===== src/design/pts_pkg.sv =====
`timescale 1ns / 1ps
// ----------------------------------------------------------------------------
// pts_pkg
// Types, codes and sizing constants shared by the periodic task scheduler.
// ----------------------------------------------------------------------------
package pts_pkg;

    localparam int NUM_SLOTS  = 8;
    localparam int COUNT_BITS = 16;
    localparam int MAX_OUT    = 8;
    localparam int SLOT_W     = (NUM_SLOTS > 1) ? $clog2(NUM_SLOTS) : 1;
    localparam int CNT_W      = $clog2(MAX_OUT + 1);

    localparam logic [1:0] ACT_TICK     = 2'd0;
    localparam logic [1:0] ACT_ADD      = 2'd1;
    localparam logic [1:0] ACT_DELETE   = 2'd2;
    localparam logic [1:0] ACT_DISPATCH = 2'd3;

    localparam logic [2:0] ST_TICKED    = 3'd0;
    localparam logic [2:0] ST_ADDED     = 3'd1;
    localparam logic [2:0] ST_FULL      = 3'd2;
    localparam logic [2:0] ST_DELETED   = 3'd3;
    localparam logic [2:0] ST_BAD_INDEX = 3'd4;
    localparam logic [2:0] ST_RUN_TASK  = 3'd5;
    localparam logic [2:0] ST_NONE      = 3'd6;

    typedef logic [COUNT_BITS-1:0] count_t;

    typedef struct packed {
        logic [1:0]  action;
        logic [7:0]  task_tag;
        logic [15:0] first_delay;
        logic [15:0] run_period;
        logic [2:0]  slot_index;
    } pts_in_t;

    typedef struct packed {
        logic [2:0] status;
        logic [2:0] result_slot;
        logic [7:0] result_tag;
        logic       last;
    } pts_out_t;

    function automatic logic [2:0] to_slot3(input logic [SLOT_W-1:0] s);
        logic [31:0] t;
        t = 32'(s);
        return t[2:0];
    endfunction

    function automatic count_t to_count(input logic [15:0] v);
        logic [63:0] t;
        t = 64'(v);
        return t[COUNT_BITS-1:0];
    endfunction

endpackage


===== src/design/periodic_task_scheduler_unit.sv =====
`timescale 1ns / 1ps
// ----------------------------------------------------------------------------
// periodic_task_scheduler_unit
// Time-triggered cooperative scheduler: a table of task slots walked one
// slot per cycle, save where a dispatch walk pauses, by a sequencer sharing a single decrement unit.
// ----------------------------------------------------------------------------
//  channel  | ports                      | payload
//  ---------+----------------------------+-------------------------------
//  input    | s_valid, s_ready, s_data   | action, tag, delay, period, index
//  result   | m_valid, m_ready, m_data   | status, slot, tag, last
//
//  a transaction is accepted, then walks the table one slot at a time, then
//  posts the final result
//  dispatch walk pauses on a ready slot while a run result is already held and the result register is full
//  the final result waits while the result register is full
//  aresetn is synchronous, active low; it empties the table
// ----------------------------------------------------------------------------
module periodic_task_scheduler_unit (
    input  logic              aclk,
    input  logic              aresetn,
    input  logic              s_valid,
    output logic              s_ready,
    input  pts_pkg::pts_in_t  s_data,
    output logic              m_valid,
    input  logic              m_ready,
    output pts_pkg::pts_out_t m_data
);
    import pts_pkg::*;

    localparam logic [1:0] S_IDLE  = 2'd0;
    localparam logic [1:0] S_WALK  = 2'd1;
    localparam logic [1:0] S_FLUSH = 2'd2;

    localparam logic [SLOT_W-1:0] LAST_IDX = SLOT_W'(NUM_SLOTS - 1);

    logic [1:0]           state_reg, state_next;
    pts_in_t              cur_reg, cur_next;
    logic [SLOT_W-1:0]    idx_reg, idx_next;
    logic [CNT_W-1:0]     cnt_reg, cnt_next;
    logic                 found_reg, found_next;
    logic [2:0]           found_slot_reg, found_slot_next;
    logic                 hold_valid_reg, hold_valid_next;
    pts_out_t             hold_reg, hold_next;
    logic                 out_valid_reg, out_valid_next;
    pts_out_t             out_reg, out_next;

    logic [NUM_SLOTS-1:0] slot_valid_reg;
    logic [7:0]           slot_tag_reg     [NUM_SLOTS];
    count_t               slot_delay_reg   [NUM_SLOTS];
    count_t               slot_period_reg  [NUM_SLOTS];
    logic [7:0]           slot_pending_reg [NUM_SLOTS];

    logic                 slot_we;
    logic                 valid_next;
    logic [7:0]           tag_next;
    count_t               delay_next;
    count_t               period_next;
    logic [7:0]           pending_next;

    logic                 cv;
    logic [7:0]           ctag;
    count_t               cdelay;
    count_t               cperiod;
    logic [7:0]           cpend;
    count_t               dec_in;
    count_t               dec_out;
    logic                 out_free;
    logic                 advance;
    logic                 bad_index;
    pts_out_t             final_res;

    assign cv      = slot_valid_reg[idx_reg];
    assign ctag    = slot_tag_reg[idx_reg];
    assign cdelay  = slot_delay_reg[idx_reg];
    assign cperiod = slot_period_reg[idx_reg];
    assign cpend   = slot_pending_reg[idx_reg];

    // shared decrement unit
    assign dec_in  = (cdelay == '0) ? cperiod : cdelay;
    assign dec_out = dec_in - count_t'(1);

    assign out_free  = !out_valid_reg || m_ready;
    assign bad_index = 32'(cur_reg.slot_index) >= NUM_SLOTS;

    always_comb begin
        final_res = '0;
        final_res.last = 1'b1;
        unique case (cur_reg.action)
            ACT_TICK: begin
                final_res.status = ST_TICKED;
            end
            ACT_ADD: begin
                final_res.status      = found_reg ? ST_ADDED : ST_FULL;
                final_res.result_slot = found_reg ? found_slot_reg : 3'd0;
            end
            ACT_DELETE: begin
                final_res.status      = bad_index ? ST_BAD_INDEX : ST_DELETED;
                final_res.result_slot = bad_index ? 3'd0 : cur_reg.slot_index;
            end
            ACT_DISPATCH: begin
                if (hold_valid_reg) begin
                    final_res = hold_reg;
                    final_res.last = 1'b1;
                end else begin
                    final_res.status = ST_NONE;
                end
            end
        endcase
    end

    always_comb begin
        state_next      = state_reg;
        cur_next        = cur_reg;
        idx_next        = idx_reg;
        cnt_next        = cnt_reg;
        found_next      = found_reg;
        found_slot_next = found_slot_reg;
        hold_valid_next = hold_valid_reg;
        hold_next       = hold_reg;
        out_valid_next  = out_valid_reg && !m_ready;
        out_next        = out_reg;
        slot_we         = 1'b0;
        valid_next      = cv;
        tag_next        = ctag;
        delay_next      = cdelay;
        period_next     = cperiod;
        pending_next    = cpend;
        advance         = 1'b0;

        unique case (state_reg)
            S_IDLE: begin
                if (s_valid) begin
                    cur_next        = s_data;
                    idx_next        = '0;
                    cnt_next        = '0;
                    found_next      = 1'b0;
                    hold_valid_next = 1'b0;
                    state_next      = S_WALK;
                end
            end
            S_WALK: begin
                advance = 1'b1;
                unique case (cur_reg.action)
                    ACT_TICK: begin
                        if (cv) begin
                            slot_we = 1'b1;
                            if (cdelay == '0) begin
                                if (cpend != 8'hFF) begin
                                    pending_next = cpend + 8'd1;
                                end
                                if (cperiod != '0) begin
                                    delay_next = dec_out;
                                end
                            end else begin
                                delay_next = dec_out;
                            end
                        end
                    end
                    ACT_ADD: begin
                        if (!cv && !found_reg) begin
                            slot_we         = 1'b1;
                            valid_next      = 1'b1;
                            tag_next        = cur_reg.task_tag;
                            delay_next      = to_count(cur_reg.first_delay);
                            period_next     = to_count(cur_reg.run_period);
                            pending_next    = 8'd0;
                            found_next      = 1'b1;
                            found_slot_next = to_slot3(idx_reg);
                        end
                    end
                    ACT_DELETE: begin
                        if (32'(cur_reg.slot_index) == 32'(idx_reg)) begin
                            slot_we      = 1'b1;
                            valid_next   = 1'b0;
                            pending_next = 8'd0;
                        end
                    end
                    ACT_DISPATCH: begin
                        if (cv && cpend != 8'd0 && 32'(cnt_reg) < MAX_OUT) begin
                            if (hold_valid_reg && !out_free) begin
                                advance = 1'b0;
                            end else begin
                                if (hold_valid_reg) begin
                                    out_valid_next = 1'b1;
                                    out_next       = hold_reg;
                                end
                                hold_valid_next       = 1'b1;
                                hold_next.status      = ST_RUN_TASK;
                                hold_next.result_slot = to_slot3(idx_reg);
                                hold_next.result_tag  = ctag;
                                hold_next.last        = 1'b0;
                                cnt_next              = cnt_reg + CNT_W'(1);
                                slot_we               = 1'b1;
                                pending_next          = cpend - 8'd1;
                                if (cperiod == '0) begin
                                    valid_next = 1'b0;
                                end
                            end
                        end
                    end
                endcase
                if (advance) begin
                    if (idx_reg == LAST_IDX) begin
                        state_next = S_FLUSH;
                    end else begin
                        idx_next = idx_reg + SLOT_W'(1);
                    end
                end
            end
            S_FLUSH: begin
                if (out_free) begin
                    out_valid_next  = 1'b1;
                    out_next        = final_res;
                    hold_valid_next = 1'b0;
                    state_next      = S_IDLE;
                end
            end
            default: begin
                state_next = S_IDLE;
            end
        endcase
    end

    always_ff @(posedge aclk) begin
        if (!aresetn) begin
            state_reg      <= S_IDLE;
            hold_valid_reg <= 1'b0;
            out_valid_reg  <= 1'b0;
            slot_valid_reg <= '0;
        end else begin
            state_reg      <= state_next;
            hold_valid_reg <= hold_valid_next;
            out_valid_reg  <= out_valid_next;
            if (slot_we) begin
                slot_valid_reg[idx_reg] <= valid_next;
            end
        end
    end

    always_ff @(posedge aclk) begin
        cur_reg        <= cur_next;
        idx_reg        <= idx_next;
        cnt_reg        <= cnt_next;
        found_reg      <= found_next;
        found_slot_reg <= found_slot_next;
        hold_reg       <= hold_next;
        out_reg        <= out_next;
        if (slot_we) begin
            slot_tag_reg[idx_reg]     <= tag_next;
            slot_delay_reg[idx_reg]   <= delay_next;
            slot_period_reg[idx_reg]  <= period_next;
            slot_pending_reg[idx_reg] <= pending_next;
        end
    end

    assign s_ready = (state_reg == S_IDLE);
    assign m_valid = out_valid_reg;
    assign m_data  = out_reg;

`ifndef SYNTHESIS
    a_idle_no_hold: assert property (@(posedge aclk) disable iff (!aresetn)
        (state_reg == S_IDLE) |-> !hold_valid_reg)
        else $error("held result left over in idle");

    a_busy_after_accept: assert property (@(posedge aclk) disable iff (!aresetn)
        (s_valid && s_ready) |=> !s_ready)
        else $error("ready stayed high after accept");

    a_cnt_bound: assert property (@(posedge aclk) disable iff (!aresetn)
        (state_reg == S_WALK) |-> (32'(cnt_reg) <= MAX_OUT))
        else $error("dispatch count overran");

    a_flush_to_idle: assert property (@(posedge aclk) disable iff (!aresetn)
        (state_reg == S_FLUSH && out_free) |=> (m_valid && s_ready))
        else $error("final result not posted");
`endif

endmodule


===== config.mk =====
export PLATFORM = sky130hd
export DESIGN_NAME = periodic_task_scheduler_unit
export DESIGN_NICKNAME = d
export VERILOG_FILES = /design/src/design/pts_pkg.sv /design/src/design/periodic_task_scheduler_unit.sv
export SDC_FILE = /design/constraint.sdc
export NUM_CORES = 1
export LEC_CHECK = 0
export BUFFER_PORTS_ARGS = -buffer_cell sky130_fd_sc_hd__buf_4
export CELL_PAD_IN_SITES_DETAIL_PLACEMENT = 1
export CELL_PAD_IN_SITES_GLOBAL_PLACEMENT = 1
export CORE_ASPECT_RATIO = 0.7
export CORE_UTILIZATION = 25
export CTS_CLUSTER_DIAMETER = 30
export DETAILED_ROUTE_END_ITERATION = 10
export PLACE_DENSITY = 0.5
export SYNTH_ARGS = -nofsm -noshare
export SYNTH_HDL_FRONTEND = slang
export SYNTH_SLANG_ARGS = --single-unit

===== constraint.sdc =====
create_clock -name aclk -period 8 [get_ports aclk]
set_clock_uncertainty 0.05 [all_clocks]
set_input_delay 1.6 -clock aclk [delete_from_list [all_inputs] [get_ports aclk]]
set_output_delay 1.6 -clock aclk [all_outputs]
set_load 0.01 [all_outputs]

==> flow_summary.json <==
{
  "async_flop_share_pct": 0,
  "htreeDepth": 3,
  "crit_slowest_cell": "dfxtp_4",
  "setup_viol": 0,
  "fin_setup_tns_ns": 0,
  "powerDensity_mw_per_mm2": 405,
  "syn_inst": 1210,
  "area_growth_pct": 25.8,
  "grt_max_degree": 98,
  "post-route-period-util_pct": 68.9,
  "cp_max_fo": 43,
  "layout-drive-gt1-share_pct": 29.2,
  "endpoint": "slot_delay_reg[5][14]$_DFFE_PP_",
  "cellLeakagePower_nw": 8.41,
  "yosysUniqueCellTypes": 82,
  "nNetsFinal": 1407,
  "regArea_mm2": 0.0143,
  "placed_area_mm2": 0.0223,
  "drt-vias-per-instance": 4.69,
  "grt_overflow_total": 0,
  "grt_pass1_wl_um": 84600,
  "via_count": 11700,
  "drc": 0,
  "drv_cap": 0,
  "fin_area_mm2": 0.0258,
  "path_cells": "buf_4, mux4_2, mux2_2, a2111oi_4, nand3_1, nor2_2, a21oi_1, ha_1, nand2_1, a311oi_2, o2111ai_1, or3_1, a32oi_1, o221ai_1",
  "die-area_mm2": 0.0832,
  "crit_arrival_ns": 5.82,
  "startpoint_type": "flip-flop",
  "clkSlewWorstSetupHoldPaths_ns": 0.05,
  "synth_edf_count": 466,
  "grt_pass1_vias": 12500,
  "yosysWarnings": 0,
  "initial_core_util_pct": 25.3,
  "core_area_mm2": 0.0809,
  "syn-num-nets": 1269,
  "max_clock_freq_mhz": 182,
  "grt_use_total_pct": 13.9,
  "synthXorXnorAreaFrac_pct": 0.513,
  "final_common_cell": "edfxtp_1",
  "synth_area_mm2": 0.0205,
  "mostFrequentLayoutCells": "edfxtp_1, clkbuf_16, nor2_1",
  "antenna_left": 0,
  "fp.dieW_um": 344,
  "reg2reg_to": "slot_delay_reg[5][14]$_DFFE_PP_",
  "synthSimpleGateAreaFrac_pct": 6.92,
  "ctsResizeCount": 0,
  "postLayoutCoreUtil_pct": 31.9,
  "cts-root-buf": "clkbuf_16",
  "crit_family": "compound AO/OA/AOI/OAI gates",
  "required_ns": 8.31,
  "critPathBufInv": 1,
  "synth_adder_area_share_pct": 0.610,
  "cts_buffers": 99,
  "gp_congestion": 0.911,
  "row_count": 87,
  "tightest_slew_ns": 1.20,
  "antenna_found_initial": 1,
  "cp.depth": 14,
  "die_h_um": 242,
  "ir_drop_mv": 0.196,
  "hpwlAfterDp_um": 35900,
  "synth_flop_cell": "edfxtp_1",
  "routedWlPerCell_um": 23.0,
  "io_pins": 66,
  "relSlewSlack_pct": 20.1,
  "synth_compound_area_share_pct": 5.78,
  "crit_type": "flip-flop to flip-flop",
  "tritoncts": "done",
  "cts-hold-fix-buffers": 0,
  "period_needed_ns": 5.51,
  "crit_path_end_kind": "flip-flop",
  "syn_area_per_cell_um2": 16.9,
  "hold_viol": 0,
  "insertion_delay_ns": 0.66,
  "drt_first_pass_iters": 6,
  "ff2ff_setup_slack_ns": 2.49,
  "rsz0062_at_grt": "no",
  "final_max_slew_viol_count": 0,
  "hp-class": "flip-flop to flip-flop",
  "multi_input_area_mm2": 0.00584,
  "cpPeakStageDelay_ns": 0.86,
  "status": "finished clean",
  "fillers": 8306,
  "drt_iter0_drc": 923,
  "cts.sink_count": 481,
  "r2r_cells": 14,
  "synth_top_family_by_area": "multiplexers",
  "synth.mux.area_fraction_pct": 14.4,
  "wirelength_um": 57600,
  "cts_setup_buffers": 0,
  "ys_seq_elements": 481,
  "port_buffers": 65,
  "ys_seq_area_share_pct": 69.7,
  "cts_buffer_depth": 3
}
[Yosys cell counts (4+ instances only)]
cell | instances | area (um^2)
mux2_1 | 4 | 45.0
and2_1 | 20 | 125
buf_2 | 12 | 60.1
mux2_2 | 31 | 349
mux2i_1 | 55 | 551
edfxtp_1 | 466 | 14000
or3_1 | 7 | 43.8
nor2b_1 | 10 | 62.6
nand4_1 | 5 | 31.3
xor2_1 | 7 | 61.3
ha_1 | 10 | 125
and3_1 | 7 | 43.8
nand3_1 | 15 | 75.1
nand2b_1 | 10 | 62.6
a21oi_1 | 45 | 225
nor2_1 | 100 | 375
a22o_1 | 7 | 61.3
xnor2_1 | 5 | 43.8
clkbuf_1 | 16 | 60.1
a22oi_1 | 9 | 67.6
a31oi_1 | 6 | 37.5
mux4_2 | 87 | 1960
nor3b_1 | 4 | 30.0
a221oi_1 | 5 | 43.8
nor3_1 | 21 | 105
dfxtp_1 | 15 | 300
nand2_1 | 70 | 263
inv_1 | 12 | 45.0
o21ai_1 | 7 | 35.0
buf_6 | 18 | 203
o21ai_0 | 29 | 145
a211oi_1 | 9 | 67.6
o211ai_1 | 4 | 30.0
[layer usage]
layer	GRT usage, %	up-vias	share of wire (%)
met1	20.7	6139	50
met5	0	-	0
li1	-	5163	-
met2	19.4	339	42
met3	4.10	94	6.2
met4	3.74	0	1.8
[worst register-to-register path, stage by stage, from the launching register on]
cell and delay, ns:
dfxtp_4 0.86, buf_4 0.45, mux4_2 0.57, mux2_2 0.34, a2111oi_4 0.29, nand3_1 0.19, nor2_2 0.64, a21oi_1 0.23
ha_1 0.27, nand2_1 0.13, a311oi_2 0.13, o2111ai_1 0.23, or3_1 0.16, a32oi_1 0.08, o221ai_1 0.61
[power breakdown]
part / total [mW] / switching (mW) / leakage (nW) / internal, mW
logic: 2.57 / 1.67 / 2.38 / 0.902
registers: 3.61 / 0.198 / 4.35 / 3.41
clock network: 4.25 / 1.48 / 1.67 / 2.77
total: 10.4 / 3.35 / 8.41 / 7.09
[cell type report]
class / count / area share, %
sequential: 481 / 55.5
antenna: 1 / 0.00970
inverter: 16 / 0.233
clock buffer: 107 / 9.72
clock inverter: 81 / 3.93
multi-input combinational: 661 / 22.7
tap: 1068 / 5.18
timing repair buffer: 89 / 2.79
[metrics by stage]
step	worst slack, ns	hold slack [ns]	instances	total power, mW
after floorplan	1.19	0.381	1210	5.37
after global placement	2.67	0.392	2315	6.20
after detailed placement	2.53	0.401	2315	6.25
after CTS	2.56	0.410	2503	10.6
after global routing	2.15	0.426	2503	10.9
final	2.49	0.409	2504	10.4
[cell families (layout without fill, tap and decap cells)]
logic type / after synthesis / after routing
flops: 481 / 481
simple gates: 293 / 293
mux: 180 / 180
compound gates: 166 / 166
buf+inv: 68 / 293
xor+xnor: 12 / 12
fa+ha+maj: 10 / 10
other cells: 0 / 1
[worst min path at each step]
| stage | from | endpoint | slack (ns) | cells past startpoint |
|---|---|---|---|---|
| after floorplan | slot_valid_reg[2]$_SDFFE_PN0P_ | slot_valid_reg[2]$_SDFFE_PN0P_ | 0.38 | 2 |
| after global placement | slot_valid_reg[4]$_SDFFE_PN0P_ | slot_valid_reg[4]$_SDFFE_PN0P_ | 0.39 | 2 |
| after detailed placement | slot_valid_reg[5]$_SDFFE_PN0P_ | slot_valid_reg[5]$_SDFFE_PN0P_ | 0.40 | 2 |
| after CTS | slot_valid_reg[2]$_SDFFE_PN0P_ | slot_valid_reg[2]$_SDFFE_PN0P_ | 0.41 | 2 |
| after global routing | slot_valid_reg[5]$_SDFFE_PN0P_ | slot_valid_reg[5]$_SDFFE_PN0P_ | 0.43 | 2 |
| final | slot_valid_reg[2]$_SDFFE_PN0P_ | slot_valid_reg[2]$_SDFFE_PN0P_ | 0.41 | 2 |
No activity file was read; power rests on OpenSTA's default activity.
